==> config.mk <==
export PLATFORM = sky130hd
export DESIGN_NAME = vag_adpcm_block_decoder
export DESIGN_NICKNAME = d
export VERILOG_FILES = /design/src/vag_pkg.sv /design/src/vag_adpcm_block_decoder.sv /design/src/vag_ctrl.sv /design/src/vag_dp.sv
export SDC_FILE = /design/constraint.sdc
export NUM_CORES = 1
export LEC_CHECK = 0
export ABC_AREA = 0
export BUFFER_PORTS_ARGS = -buffer_cell sky130_fd_sc_hd__buf_4
export CAP_MARGIN = 20
export CORE_MARGIN = 2
export CORE_UTILIZATION = 65
export DETAILED_ROUTE_END_ITERATION = 6
export GPL_TIMING_DRIVEN = 0
export PLACE_DENSITY = 0.81
export SETUP_SLACK_MARGIN = 0.4
export SLEW_MARGIN = 20
export SYNTH_ARGS = -nofsm -noshare
export SYNTH_HDL_FRONTEND = slang
export SYNTH_SLANG_ARGS = --single-unit
==> constraint.sdc <==
create_clock -name clock -period 8 [get_ports clock]
set_input_delay 1.2 -clock clock [delete_from_list [all_inputs] [get_ports clock]]
set_output_delay 1.2 -clock clock [all_outputs]
set_load 0.005 [all_outputs]
==> src/vag_pkg.sv <==
// Shared types, constants and tap tables for the block ADPCM decoder.
package vag_pkg;

   // Fixed sizes of the stream format
   localparam int FRACTION_BITS_DEF = 10;
   localparam int HIST_W            = 32;
   localparam int TAP_W             = 8;
   localparam int PRED_SHIFT        = 6;
   localparam int NUM_FILTERS       = 5;

   // Block positions with a special meaning
   localparam logic [3:0] POS_HEADER = 4'd0;
   localparam logic [3:0] POS_FLAGS  = 4'd1;

   // Input beat
   typedef struct packed {
      logic [7:0] in_byte;
      logic       new_stream;
   } req_type;

   // Result beat
   typedef struct packed {
      logic signed [15:0] sample;
      logic               last_of_pair;
   } rsp_type;

   // Controller states
   typedef enum logic [1:0] {
      ST_IDLE,
      ST_MUL,
      ST_ACC,
      ST_EMIT
   } state_type;

   // Controller to datapath commands
   typedef struct packed {
      logic accept;
      logic mul;
      logic acc;
      logic load_out;
      logic sel_hi;
   } cmd_type;

   // Datapath to controller status
   typedef struct packed {
      logic data_byte;
   } stat_type;

   // Tap applied to the newest history value, in 64ths
   function automatic logic signed [TAP_W-1:0] tap_recent(input logic [2:0] filt);
      logic signed [TAP_W-1:0] k;
      case (filt)
         3'd1:    k = 8'sd60;
         3'd2:    k = 8'sd115;
         3'd3:    k = 8'sd98;
         3'd4:    k = 8'sd122;
         default: k = 8'sd0;
      endcase
      return k;
   endfunction

   // Tap applied to the older history value, in 64ths
   function automatic logic signed [TAP_W-1:0] tap_older(input logic [2:0] filt);
      logic signed [TAP_W-1:0] k;
      case (filt)
         3'd2:    k = -8'sd52;
         3'd3:    k = -8'sd55;
         3'd4:    k = -8'sd60;
         default: k = 8'sd0;
      endcase
      return k;
   endfunction

endpackage

==> src/vag_adpcm_block_decoder.sv <==
// Top level of the 16-byte-block 4-bit ADPCM decoder.
//
//   channel  direction  handshake           beat
//   req_     in         req_valid/req_stall req_payload (in_byte, new_stream)
//   rsp_     out        rsp_valid/rsp_stall rsp_payload (sample, last_of_pair)
//
// Header and flag bytes give no result.
// A data byte passes through intake, then multiply, accumulate and output load
// for each nibble; the history dependency through the two-tap multiply-accumulate
// keeps these steps in order. Output load waits while the output register holds a stalled result.
// Reset is synchronous; it clears history, block position, header state and valid.
// A result waits in the output register while the next nibble is computed.
module vag_adpcm_block_decoder #(
   parameter int FRACTION_BITS = vag_pkg::FRACTION_BITS_DEF
) (
   input  logic             clock,
   input  logic             reset,
   input  logic             req_valid,
   output logic             req_stall,
   input  vag_pkg::req_type req_payload,
   output logic             rsp_valid,
   input  logic             rsp_stall,
   output vag_pkg::rsp_type rsp_payload
);

   vag_pkg::cmd_type  cmd;
   vag_pkg::stat_type stat;

   // Sequencer
   vag_ctrl u_ctrl (
      .clock     (clock),
      .reset     (reset),
      .req_valid (req_valid),
      .req_stall (req_stall),
      .rsp_valid (rsp_valid),
      .rsp_stall (rsp_stall),
      .stat      (stat),
      .cmd       (cmd)
   );

   // Arithmetic and block state
   vag_dp #(
      .FRACTION_BITS (FRACTION_BITS)
   ) u_dp (
      .clock       (clock),
      .reset       (reset),
      .req_payload (req_payload),
      .cmd         (cmd),
      .stat        (stat),
      .rsp_payload (rsp_payload)
   );

endmodule

==> src/vag_ctrl.sv <==
// Controller state machine: input handshake, nibble sequencing, output register valid.
module vag_ctrl (
   input  logic               clock,
   input  logic               reset,
   input  logic               req_valid,
   output logic               req_stall,
   output logic               rsp_valid,
   input  logic               rsp_stall,
   input  vag_pkg::stat_type  stat,
   output vag_pkg::cmd_type   cmd
);

   vag_pkg::state_type state_ff, state_in;
   logic               hi_ff, hi_in;
   logic               out_valid_ff, out_valid_in;

   // State registers
   always_ff @(posedge clock) begin
      if (reset) begin
         state_ff     <= vag_pkg::ST_IDLE;
         hi_ff        <= 1'b0;
         out_valid_ff <= 1'b0;
      end else begin
         state_ff     <= state_in;
         hi_ff        <= hi_in;
         out_valid_ff <= out_valid_in;
      end
   end

   // Next state and commands
   always_comb begin
      state_in   = state_ff;
      hi_in      = hi_ff;
      req_stall  = 1'b1;
      cmd        = '0;
      cmd.sel_hi = hi_ff;
      case (state_ff)
         vag_pkg::ST_IDLE: begin
            req_stall = 1'b0;
            if (req_valid) begin
               cmd.accept = 1'b1;
               if (stat.data_byte) begin
                  state_in = vag_pkg::ST_MUL;
                  hi_in    = 1'b0;
               end
            end
         end
         vag_pkg::ST_MUL: begin
            cmd.mul  = 1'b1;
            state_in = vag_pkg::ST_ACC;
         end
         vag_pkg::ST_ACC: begin
            cmd.acc  = 1'b1;
            state_in = vag_pkg::ST_EMIT;
         end
         vag_pkg::ST_EMIT: begin
            // wait until the output register is free or being drained
            if (!out_valid_ff || !rsp_stall) begin
               cmd.load_out = 1'b1;
               if (hi_ff) begin
                  state_in = vag_pkg::ST_IDLE;
               end else begin
                  hi_in    = 1'b1;
                  state_in = vag_pkg::ST_MUL;
               end
            end
         end
         default: begin
            state_in = vag_pkg::ST_IDLE;
         end
      endcase
   end

   // Output register occupancy
   assign out_valid_in = cmd.load_out | (out_valid_ff & rsp_stall);
   assign rsp_valid    = out_valid_ff;

`ifndef ASSERT_OFF
   // Input is only taken while no byte is in flight
   a_stall_busy: assert property (@(posedge clock) disable iff (reset)
      (state_ff != vag_pkg::ST_IDLE) |-> req_stall)
      else $error("input taken while a byte is in flight");

   // A waiting result is never overwritten
   a_no_overwrite: assert property (@(posedge clock) disable iff (reset)
      cmd.load_out |-> !(out_valid_ff && rsp_stall))
      else $error("output register overwritten");

   // Accumulate always follows a multiply
   a_acc_after_mul: assert property (@(posedge clock) disable iff (reset)
      (state_ff == vag_pkg::ST_ACC) |-> ($past(state_ff) == vag_pkg::ST_MUL))
      else $error("accumulate without multiply");

   // A data byte starts with its low nibble
   a_data_start: assert property (@(posedge clock) disable iff (reset)
      (cmd.accept && stat.data_byte) |=> (state_ff == vag_pkg::ST_MUL && !hi_ff))
      else $error("data byte did not start on low nibble");
`endif

endmodule

==> src/vag_dp.sv <==
// Datapath: block header state, history, two-tap prediction, rounding and clamp.
module vag_dp #(
   parameter int FRACTION_BITS = vag_pkg::FRACTION_BITS_DEF
) (
   input  logic              clock,
   input  logic              reset,
   input  vag_pkg::req_type  req_payload,
   input  vag_pkg::cmd_type  cmd,
   output vag_pkg::stat_type stat,
   output vag_pkg::rsp_type  rsp_payload
);

   localparam int HW = vag_pkg::HIST_W;
   localparam int PW = HW + vag_pkg::TAP_W;   // one product
   localparam int SW = PW + 1;                // sum of two products
   localparam int FW = SW + 1;                // prediction plus scaled nibble
   localparam int RW = HW + 1;                // rounding word

   logic [3:0]               pos_ff, pos_in, pos_eff;
   logic [2:0]               filter_ff, filter_in;
   logic [3:0]               shift_ff, shift_in;
   logic [7:0]               byte_ff, byte_in;
   logic signed [HW-1:0]     rec_ff, rec_in, old_ff, old_in;
   logic signed [PW-1:0]     prod0_ff, prod0_in, prod1_ff, prod1_in;
   logic signed [15:0]       raw_ff, raw_in;
   vag_pkg::rsp_type         out_ff, out_in;

   logic [3:0]               nib;
   logic signed [15:0]       word;
   logic signed [SW-1:0]     sum, pred;
   logic signed [FW-1:0]     fresh;
   logic signed [HW-1:0]     fresh_sat;
   logic signed [RW-1:0]     t_word, t_adj, q_word;
   logic signed [15:0]       sample_clamp;

   // Effective position after an optional stream restart
   assign pos_eff        = req_payload.new_stream ? vag_pkg::POS_HEADER : pos_ff;
   assign stat.data_byte = (pos_eff != vag_pkg::POS_HEADER) && (pos_eff != vag_pkg::POS_FLAGS);

   // Control-side registers
   always_ff @(posedge clock) begin
      if (reset) begin
         pos_ff    <= vag_pkg::POS_HEADER;
         filter_ff <= '0;
         shift_ff  <= '0;
         rec_ff    <= '0;
         old_ff    <= '0;
      end else begin
         pos_ff    <= pos_in;
         filter_ff <= filter_in;
         shift_ff  <= shift_in;
         rec_ff    <= rec_in;
         old_ff    <= old_in;
      end
   end

   // Payload registers
   always_ff @(posedge clock) begin
      byte_ff  <= byte_in;
      prod0_ff <= prod0_in;
      prod1_ff <= prod1_in;
      raw_ff   <= raw_in;
      out_ff   <= out_in;
   end

   // Byte intake and header decode
   always_comb begin
      pos_in    = pos_ff;
      filter_in = filter_ff;
      shift_in  = shift_ff;
      byte_in   = byte_ff;
      if (cmd.accept) begin
         pos_in  = pos_eff + 4'd1;
         byte_in = req_payload.in_byte;
         if (pos_eff == vag_pkg::POS_HEADER) begin
            // out-of-table filter numbers fall back to filter 0
            filter_in = (req_payload.in_byte[7:4] < 4'(vag_pkg::NUM_FILTERS)) ?
                        req_payload.in_byte[6:4] : 3'd0;
            shift_in  = req_payload.in_byte[3:0];
         end
      end
   end

   // Multiply stage: nibble scaling and both tap products
   assign nib      = cmd.sel_hi ? byte_ff[7:4] : byte_ff[3:0];
   assign word     = signed'({nib, 12'h000});
   assign raw_in   = cmd.mul ? (word >>> shift_ff) : raw_ff;
   assign prod0_in = cmd.mul ? (PW'(rec_ff) * PW'(vag_pkg::tap_recent(filter_ff))) : prod0_ff;
   assign prod1_in = cmd.mul ? (PW'(old_ff) * PW'(vag_pkg::tap_older(filter_ff)))  : prod1_ff;

   // Accumulate stage: prediction, new history, saturation
   assign sum   = SW'(prod0_ff) + SW'(prod1_ff);
   assign pred  = sum >>> vag_pkg::PRED_SHIFT;
   assign fresh = FW'(pred) + (FW'(raw_ff) <<< FRACTION_BITS);

   always_comb begin
      if ((&fresh[FW-1:HW-1]) || !(|fresh[FW-1:HW-1])) begin
         fresh_sat = fresh[HW-1:0];
      end else if (fresh[FW-1]) begin
         fresh_sat = {1'b1, {(HW-1){1'b0}}};
      end else begin
         fresh_sat = {1'b0, {(HW-1){1'b1}}};
      end
   end

   // History update
   always_comb begin
      rec_in = rec_ff;
      old_in = old_ff;
      if (cmd.accept && req_payload.new_stream) begin
         rec_in = '0;
         old_in = '0;
      end else if (cmd.acc) begin
         old_in = rec_ff;
         rec_in = fresh_sat;
      end
   end

   // Output: round half up, truncate toward zero, clamp to 16 bits
   assign t_word = RW'(rec_ff) + (RW'(1) <<< (FRACTION_BITS - 1));
   assign t_adj  = t_word[RW-1] ? (t_word + ((RW'(1) <<< FRACTION_BITS) - RW'(1))) : t_word;
   assign q_word = t_adj >>> FRACTION_BITS;

   always_comb begin
      if ((&q_word[RW-1:15]) || !(|q_word[RW-1:15])) begin
         sample_clamp = q_word[15:0];
      end else if (q_word[RW-1]) begin
         sample_clamp = 16'sh8000;
      end else begin
         sample_clamp = 16'sh7fff;
      end
   end

   always_comb begin
      out_in = out_ff;
      if (cmd.load_out) begin
         out_in.sample       = sample_clamp;
         out_in.last_of_pair = cmd.sel_hi;
      end
   end

   assign rsp_payload = out_ff;

endmodule
==> results of run 1 <==
[what timing repair did]
| item | CTS | global route |
|---|---|---|
| endpoints found under the setup margin | 20 | 6 |
| resized for setup | 19 | 22 |
| hold endpoints to repair | 0 | 0 |
| pin swaps | 0 | 2 |
| buffers inserted | 0 | 0 |
[state kept, by name, summed over array words and instances, names as in the netlist]
signal and count:
u_dp.rsp_payload 17, u_dp.shift_ff 4, u_dp.byte_ff 8, u_ctrl.hi_ff 1, u_ctrl.rsp_valid 1, u_dp.filter_ff 3, u_dp.prod1_ff 40, u_dp.rec_ff 32
u_dp.pos_ff 4, u_dp.raw_ff 16, u_dp.prod0_ff 40, u_dp.old_ff 32, u_ctrl.state_ff 2
[area by class of cell]
type / instances / area share (%)
Inverter: 427 / 5.90
Sequential cell: 200 / 19.2
Tap cell: 518 / 2.38
Multi-Input combinational cell: 2050 / 67.8
Clock inverter: 13 / 0.493
Clock buffer: 19 / 1.63
Timing Repair Buffer: 30 / 0.902
Buffer: 109 / 1.70
[synthesized netlist by cell type, types with 7 or more instances]
master / instances
sky130_fd_sc_hd__a31oi_1: 19
sky130_fd_sc_hd__nand4_1: 17
sky130_fd_sc_hd__buf_2: 7
sky130_fd_sc_hd__ha_1: 295
sky130_fd_sc_hd__nor2b_1: 19
sky130_fd_sc_hd__mux2i_1: 63
sky130_fd_sc_hd__o21ai_0: 83
sky130_fd_sc_hd__o21bai_1: 17
sky130_fd_sc_hd__nand2_1: 146
sky130_fd_sc_hd__nand3_1: 39
sky130_fd_sc_hd__xor2_1: 53
sky130_fd_sc_hd__a211oi_1: 31
sky130_fd_sc_hd__nor4_1: 8
sky130_fd_sc_hd__fa_1: 266
sky130_fd_sc_hd__o211ai_1: 10
sky130_fd_sc_hd__and2_1: 235
sky130_fd_sc_hd__and3_1: 62
sky130_fd_sc_hd__a21o_1: 57
sky130_fd_sc_hd__inv_1: 427
sky130_fd_sc_hd__xnor2_1: 103
sky130_fd_sc_hd__nand2b_1: 31
sky130_fd_sc_hd__a21oi_1: 119
sky130_fd_sc_hd__dfxtp_1: 79
sky130_fd_sc_hd__or2_2: 10
sky130_fd_sc_hd__o21a_1: 19
sky130_fd_sc_hd__clkbuf_1: 99
sky130_fd_sc_hd__nor2_1: 166
sky130_fd_sc_hd__or3_1: 8
sky130_fd_sc_hd__nor3_1: 55
sky130_fd_sc_hd__a21boi_0: 13
sky130_fd_sc_hd__edfxtp_1: 121
[per-layer routing]
layer | track usage (%) | vias up | part of all wire (%)
met2 | 55.4 | 831 | 47
met5 | 0 | - | 0
li1 | - | 9364 | -
met1 | 44.1 | 9763 | 41
met4 | 13.2 | 0 | 3.4
met3 | 4.06 | 132 | 7.8
[power breakdown]
part	leakage [nW]	switching (mW)	internal [mW]	total (mW)
Clock	0.274	0.431	0.447	0.878
Sequential	1.79	0.120	1.35	1.47
Combinational	11.6	1.71	1.09	2.80
[kinds of logic (layout without fill, tap and decap cells)]
| family | count (synthesis) | in the layout | synth area share [%] |
|---|---|---|---|
| AOI/OAI and AO/OA | 436 | 436 | 11.1 |
| xor gates and xnor gates | 156 | 156 | 5.34 |
| adders and majority gates | 561 | 561 | 35.2 |
| buffers and inverters | 536 | 598 | 7.95 |
| DFF | 200 | 200 | 20.4 |
| muxes | 65 | 65 | 2.60 |
| and+or+nand+nor | 832 | 832 | 17.4 |
[worst register-to-register path, cell delays in order (launching register included)]
cell and delay [ns]:
sky130_fd_sc_hd__dfxtp_1 0.32, sky130_fd_sc_hd__clkbuf_4 0.24, sky130_fd_sc_hd__nor3b_4 0.48, sky130_fd_sc_hd__or2_2 0.36, sky130_fd_sc_hd__buf_2 0.32, sky130_fd_sc_hd__and2_1 0.20
sky130_fd_sc_hd__fa_1 0.45, sky130_fd_sc_hd__fa_1 0.55, sky130_fd_sc_hd__fa_1 0.57, sky130_fd_sc_hd__inv_1 0.07, sky130_fd_sc_hd__fa_1 0.54, sky130_fd_sc_hd__inv_1 0.05
sky130_fd_sc_hd__ha_1 0.37, sky130_fd_sc_hd__a2111oi_0 0.41, sky130_fd_sc_hd__o21ai_1 0.21, sky130_fd_sc_hd__a31oi_2 0.31, sky130_fd_sc_hd__a31oi_2 0.20, sky130_fd_sc_hd__o22a_1 0.29
sky130_fd_sc_hd__and4_1 0.24, sky130_fd_sc_hd__a2111o_1 0.39, sky130_fd_sc_hd__a31oi_1 0.27, sky130_fd_sc_hd__o21ai_1 0.13, sky130_fd_sc_hd__xnor2_1 0.14
[worst max-delay path by stage]
stage	startpoint	endpoint	slack [ns]	cells past startpoint
after floorplan	u_dp.filter_ff[2]	u_dp.prod0_ff[36]	1.72	23
after global placement	u_dp.filter_ff[1]	u_dp.prod0_ff[36]	-0.36	24
after detailed placement	u_dp.filter_ff[1]	u_dp.prod0_ff[38]	-0.42	24
after CTS	u_dp.filter_ff[0]	u_dp.prod0_ff[38]	0.45	24
after global routing	u_dp.filter_ff[1]	u_dp.prod0_ff[38]	0.36	24
final	u_dp.filter_ff[1]	u_dp.prod0_ff[39]	0.65	22
[per-stage QoR]
stage               TNS (ns)  cell area [µm²]  utilization [%]  hold slack [ns]  cells
CTS                        0            27100             70.0            0.444   3366
detailed placement     -1.22            26500             68.4            0.427   3334
finish                     0            27200             70.2            0.445   3366
floorplan                  0            25600                -            0.406   2786
global route               0            27200             70.2            0.453   3366
global placement      -0.928            26400             68.3            0.421   3333
==> impl_metrics.sql, run 1 <==
INSERT INTO impl_metrics (metric_group, metric, value, unit) VALUES
('sta', 'finalSetupViolCount', '0', ''),
('worst_hold_path', 'hold_path_end', 'u_dp.rsp_payload[0]', ''),
('worst_hold_path', 'hp-start', 'u_ctrl.hi_ff', ''),
('logic_synthesis', 'synth.top_cells.by_area', 'sky130_fd_sc_hd__fa_1 21%, sky130_fd_sc_hd__ha_1 14%, sky130_fd_sc_hd__edfxtp_1 14%, sky130_fd_sc_hd__inv_1 6.3%, sky130_fd_sc_hd__dfxtp_1 6.2%', ''),
('clock_tree', 'htree_num_levels', '4', ''),
('logic_synthesis', 'synthesized_netlist_net_count', '3360', ''),
('power', 'max-vdd-ir-drop', '0.218', 'mV'),
('critical_path', 'criticalPathCategory', 'flip-flop to flip-flop', ''),
('sta', 'slew_headroom', '39.2', '%'),
('critical_path', 'critPathTopFamily', 'adder cells', ''),
('grt', 'gr_ovfl_total', '0', ''),
('critical_path', 'crit_path_max_incr_delay', '0.57', 'ns'),
('grt', 'grt_pass1_wl', '106', 'mm'),
('logic_synthesis', 'syn_inst', '2786', ''),
('worst_hold_path', 'worst_hold_path.num_cells', '0', ''),
('logic_synthesis', 'netlist_area', '25600', 'µm²'),
('clock_tree', 'cts.clk_slew.worst_paths', '0.07', 'ns'),
('sta', 'timing.final.crit_period', '7.35', 'ns'),
('logic_synthesis', 'share_of_the_synthesized_area_in_the_top_cell_type', '20.8', '%'),
('critical_path', 'critical_path.slowest_cell', 'sky130_fd_sc_hd__fa_1', ''),
('power', 'finalPower', '5.14', 'mW'),
('critical_path', 'crit-reg2reg-launch', 'u_dp.filter_ff[1]', ''),
('critical_path', 'startpoint_type', 'flip-flop', ''),
('sta', 'timing.clock.skew', '0.0160', 'ns'),
('critical_path', 'worst_ep_arrival_time', '7.56', 'ns'),
('routing', 'drt_iter0_markers', '1650', ''),
('sta', 'final.setup.worst_slack', '0.655', 'ns'),
('clock_tree', 'clock_insertion_delay_at_the_later_pin_of_the_skew_report', '0.47', 'ns'),
('finish', 'area_growth', '6.26', '%'),
('logic_synthesis', 'synth_sequential_area_ratio', '20.4', '%'),
('finish', 'mostFrequentLayoutCells', '427 x sky130_fd_sc_hd__inv_1, 294 x sky130_fd_sc_hd__ha_1, 266 x sky130_fd_sc_hd__fa_1', ''),
('grt', 'grt_max_degree', '51', ''),
('routing', 'post_detailed_route_via_to_cell_ratio', '5.97', ''),
('die', 'fp.dieW', '202', 'µm'),
('sta', 'worst_pin_slew', '0.908', 'ns'),
('job', 'max-cap-violations', '0', ''),
('die', 'core-area', '38700', 'µm²'),
('grt', 'first_global_vias', '20790', ''),
('die', 'io-pin-count', '32', ''),
('critical_path', 'count_of_buffer_and_inverter_cells_on_the_critical_path', '4', ''),
('finish', 'layout_commonest_cell', 'sky130_fd_sc_hd__inv_1', ''),
('routing', 'detail_route.wirelength', '65.4', 'mm'),
('sta', 'timing.final.max_slew_violations', '0', ''),
('power', 'cellPowerDensity', '189', 'nW/µm²'),
('finish', 'nFillCells', '2981', ''),
('power', 'leakage', '13.7', 'nW'),
('grt', 'antenna_found_initial', '0', ''),
('finish', 'register_area', '5220', 'µm²'),
('logic_synthesis', 'synth-main-ff-cell', 'sky130_fd_sc_hd__edfxtp_1', ''),
('finish', 'ratio_of_cells_with_drive_above_1_in_the_final_layout', '4.46', '%'),
('sta', 'fmax', '0.136', 'GHz'),
('routing', 'post_drt_wl_per_cell', '19.4', 'µm'),
('routing', 'dr.pass1.iters', '6', ''),
('clock_tree', 'cts_tree', 'yes', ''),
('critical_path', 'reg2reg_slack', '0.65', 'ns'),
('critical_path', 'worst_r2r_path_depth', '22', ''),
('logic_synthesis', 'yosysWarnings', '0', ''),
('finish', 'multi_input_comb_area', '18400', 'µm²'),
('critical_path', 'path_max_fanout', '10', ''),
('clock_tree', 'clk_root_buffer_cell', 'sky130_fd_sc_hd__clkbuf_16', ''),
('die', 'placementRows', '72', ''),
('sta', 'rsz0062_at_grt', 'no', ''),
('clock_tree', 'clkSinkCount', '200', ''),
('sta', 'min_period_over_period', '91.8', '%'),
('die', 'fp.dieArea', '41000', 'µm²'),
('logic_synthesis', 'synth_cell_types', '86', ''),
('sta', 'final_number_of_hold_violating_endpoints', '0', ''),
('status', 'run_status', 'finished clean', ''),
('placed_design', 'input_output_buffers', '29', ''),
('routing', 'drc', '0', ''),
('clock_tree', 'cts_hold_buf', '0', '');
Note: power is estimated with default switching activity, not from simulation.
==> run 2: changes to the inputs <==
--- a/config.mk
+++ b/config.mk
@@ -8,11 +8,14 @@
 export ABC_AREA = 0
 export BUFFER_PORTS_ARGS = -buffer_cell sky130_fd_sc_hd__buf_4
 export CAP_MARGIN = 20
+export CELL_PAD_IN_SITES_DETAIL_PLACEMENT = 1
+export CELL_PAD_IN_SITES_GLOBAL_PLACEMENT = 1
 export CORE_MARGIN = 2
-export CORE_UTILIZATION = 65
+export CORE_UTILIZATION = 52
 export DETAILED_ROUTE_END_ITERATION = 6
+export GPL_ROUTABILITY_DRIVEN = 0
 export GPL_TIMING_DRIVEN = 0
-export PLACE_DENSITY = 0.81
+export PLACE_DENSITY = 0.82
 export SETUP_SLACK_MARGIN = 0.4
 export SLEW_MARGIN = 20
 export SYNTH_ARGS = -nofsm -noshare
==> impl_metrics.sql, run 2 (same netlist as run 1, synthesis figures left out) <==
INSERT INTO impl_metrics (metric_group, metric, value, unit) VALUES
('routing', 'drt_iter0_markers', '1171', ''),
('power', 'leakage', '13.8', 'nW'),
('die', 'placementRows', '81', ''),
('grt', 'grt_max_degree', '48', ''),
('clock_tree', 'clock_insertion_delay_at_the_later_pin_of_the_skew_report', '0.50', 'ns'),
('grt', 'first_global_vias', '22569', ''),
('die', 'floorplan.initialDensity', '52.5', '%'),
('critical_path', 'criticalPathCategory', 'flip-flop to flip-flop', ''),
('power', 'power.share.switching', '44.1', '%'),
('die', 'core-area', '48700', 'µm²'),
('power', 'switchingPower', '2.35', 'mW'),
('finish', 'final_stage_net_count', '3412', ''),
('critical_path', 'path_max_fanout', '10', ''),
('die', 'fp.dieArea', '51000', 'µm²'),
('power', 'max-vdd-ir-drop', '0.193', 'mV'),
('power', 'power.share.sequential', '27.7', '%'),
('placed_design', 'postPlaceCellArea', '26700', 'µm²'),
('sta', 'slew_headroom', '38.4', '%'),
('routing', 'post_detailed_route_via_to_cell_ratio', '5.79', ''),
('clock_tree', 'clk_root_buffer_cell', 'sky130_fd_sc_hd__clkbuf_16', ''),
('finish', 'layout_top_registers', 'u_dp.prod0_ff (40), u_dp.prod1_ff (40)', ''),
('sta', 'min_period_over_period', '91.7', '%'),
('sta', 'timing.final.crit_period', '7.34', 'ns'),
('worst_hold_path', 'holdCritPathClass', 'flip-flop to flip-flop', ''),
('placed_design', 'detailedPlacementHpwl', '62.7', 'mm'),
('critical_path', 'critical_path_required', '8.24', 'ns'),
('routing', 'total_met3_wirelength_after_detailed_routing', '3.82', 'mm'),
('power', 'cellPowerDensity', '193', 'nW/µm²'),
('sta', 'rsz0062_at_grt', 'no', ''),
('grt', 'gr_ovfl_total', '0', ''),
('sta', 'timing.final.max_slew_violations', '0', ''),
('die', 'fp.dieW', '226', 'µm'),
('power', 'intPower', '2.97', 'mW'),
('finish', 'mostFrequentLayoutCells', '427 x sky130_fd_sc_hd__inv_1, 294 x sky130_fd_sc_hd__ha_1, 266 x sky130_fd_sc_hd__fa_1', ''),
('critical_path', 'startpoint_type', 'flip-flop', ''),
('grt', 'grt_pass1_wl', '122', 'mm'),
('clock_tree', 'clock_tree.buffer_depth', '2', ''),
('finish', 'layout_commonest_cell', 'sky130_fd_sc_hd__inv_1', ''),
('die', 'die_y', '226', 'µm'),
('clock_tree', 'cts.clk_slew.worst_paths', '0.08', 'ns'),
('critical_path', 'path_cells', 'clkbuf_2 > xnor2_2 > nor2_4 > clkbuf_2 > and2_1 > fa_1 > fa_1 > fa_1 > inv_1 > fa_1 > inv_1 > ha_1 > or2_2 > a21o_1 > a41oi_1 > a31oi_2 > o22a_1 > and4_1 > a2111o_1 > a31oi_1 > o21ai_1 > xnor2_1', ''),
('critical_path', 'crit_path_max_incr_delay', '0.69', 'ns'),
('routing', 'antenna_left', '0', ''),
('power', 'clock_power_share', '17.7', '%'),
('routing', 'met1_length', '32.3', 'mm'),
('routing', 'dr.pass1.iters', '5', ''),
('finish', 'ratio_of_cells_with_drive_above_1_in_the_final_layout', '4.67', '%'),
('grt', 'antenna_found_initial', '3', ''),
('critical_path', 'critical_path.slowest_cell', 'sky130_fd_sc_hd__xnor2_2', ''),
('clock_tree', 'htree_num_levels', '4', ''),
('sta', 'final_number_of_hold_violating_endpoints', '0', ''),
('sta', 'finalSetupViolCount', '0', ''),
('sta', 'timing.clock.skew', '0.0186', 'ns'),
('clock_tree', 'clkSinkCount', '200', ''),
('routing', 'post_drt_wl_per_cell', '21.8', 'µm'),
('critical_path', 'worst_ep_arrival_time', '7.58', 'ns'),
('routing', 'drc', '0', ''),
('grt', 'grt_util_all_layers', '31.3', '%'),
('placed_design', 'input_output_buffers', '29', ''),
('sta', 'final.hold.worst_slack', '0.439', 'ns'),
('critical_path', 'crit_top_cell', 'sky130_fd_sc_hd__fa_1', ''),
('critical_path', 'count_of_buffer_and_inverter_cells_on_the_critical_path', '4', ''),
('power', 'power.share.combinational', '54.6', '%'),
('critical_path', 'setup.worst_path.end_class', 'flip-flop', ''),
('routing', 'vias', '20363', ''),
('job', 'max-cap-violations', '0', ''),
('status', 'run_status', 'finished clean', ''),
('clock_tree', 'cts_made_buffers', '17', ''),
('critical_path', 'critPathTopFamily', 'adder cells', ''),
('die', 'io-pin-count', '32', ''),
('clock_tree', 'cts_tree', 'yes', ''),
('sta', 'worst_pin_slew', '0.924', 'ns'),
('routing', 'detail_route.wirelength', '76.7', 'mm'),
('finish', 'fin_area', '27500', 'µm²'),
('routing', 'dr_wl_met2', '38.1', 'mm'),
('sta', 'fmax', '0.136', 'GHz'),
('routing', 'top_layer', 'met5', ''),
('finish', 'area_growth', '7.49', '%');
==> run 2: worst register-to-register path, stage by stage (launching register included) <==
cell	delay, ns
sky130_fd_sc_hd__dfxtp_1	0.32
sky130_fd_sc_hd__clkbuf_2	0.26
sky130_fd_sc_hd__xnor2_2	0.69
sky130_fd_sc_hd__nor2_4	0.21
sky130_fd_sc_hd__clkbuf_2	0.34
sky130_fd_sc_hd__and2_1	0.27
sky130_fd_sc_hd__fa_1	0.50
sky130_fd_sc_hd__fa_1	0.53
sky130_fd_sc_hd__fa_1	0.52
sky130_fd_sc_hd__inv_1	0.06
sky130_fd_sc_hd__fa_1	0.49
sky130_fd_sc_hd__inv_1	0.05
sky130_fd_sc_hd__ha_1	0.35
sky130_fd_sc_hd__or2_2	0.34
sky130_fd_sc_hd__a21o_1	0.20
sky130_fd_sc_hd__a41oi_1	0.24
sky130_fd_sc_hd__a31oi_2	0.20
sky130_fd_sc_hd__o22a_1	0.30
sky130_fd_sc_hd__and4_1	0.24
sky130_fd_sc_hd__a2111o_1	0.39
sky130_fd_sc_hd__a31oi_1	0.28
sky130_fd_sc_hd__o21ai_1	0.14
sky130_fd_sc_hd__xnor2_1	0.14
==> run 2: final timing paths <==
kind,start,end,slack [ns],depth (start not counted)
setup / recovery,u_dp.filter_ff[0],u_dp.prod0_ff[39],0.66,22
hold / removal,u_ctrl.hi_ff,u_dp.rsp_payload[0],0.44,0
setup reg to reg,u_dp.filter_ff[0],u_dp.prod0_ff[39],0.66,22
hold reg to reg,u_ctrl.hi_ff,u_dp.rsp_payload[0],0.44,0
==> run 2: power groups by stage <==
stage	Sequential, mW	Combinational [mW]	Clock [mW]
finish	1.47	2.90	0.943
global route	1.48	3.18	0.982
CTS	1.47	2.86	0.950
detailed placement	1.48	2.84	0
global placement	1.50	2.67	0
floorplan	1.44	2.09	0
==> run 2: repair_timing <==
item                                    4_1_cts  5_1_grt
pin swaps                                     0        2
endpoints found under the setup margin       31       14
gates resized for setup                      20       30
hold buffers                                  0        0
endpoints found under the hold margin         0        0
setup buffers                                 0        2
==> run 2: per-stage QoR <==
stage | setup slack, ns | util, % | setup TNS [ns] | total power [mW] | cells
5_1_grt | 0.395 | 56.4 | 0 | 5.64 | 3515
6_report | 0.662 | 56.4 | 0 | 5.32 | 3518
2_1_floorplan | 1.72 | - | 0 | 3.53 | 2786
3_3_place_gp | -0.527 | 54.6 | -2.55 | 4.17 | 3479
4_1_cts | 0.414 | 56.2 | 0 | 5.28 | 3513
3_5_place_dp | -0.791 | 54.8 | -4.90 | 4.32 | 3481
==> run 2: final cells by class <==
| type | count | area [µm²] |
|---|---|---|
| fill | 5602 | 21300 |
| multi-input combinational | 2050 | 18500 |
| sequential | 200 | 5220 |
| inverter | 427 | 1600 |
| tap | 664 | 831 |
| clock buffer | 27 | 599 |
| buffer | 109 | 465 |
| timing repair buffer | 33 | 280 |
| clock inverter | 5 | 38.8 |
| antenna | 3 | 7.51 |
==> run 2: routing by layer <==
metal	up-vias	GRT usage, %
li1	9356	-
met1	10327	38.9
met2	534	54.5
met3	144	4.88
met4	2	12.0
met5	-	0
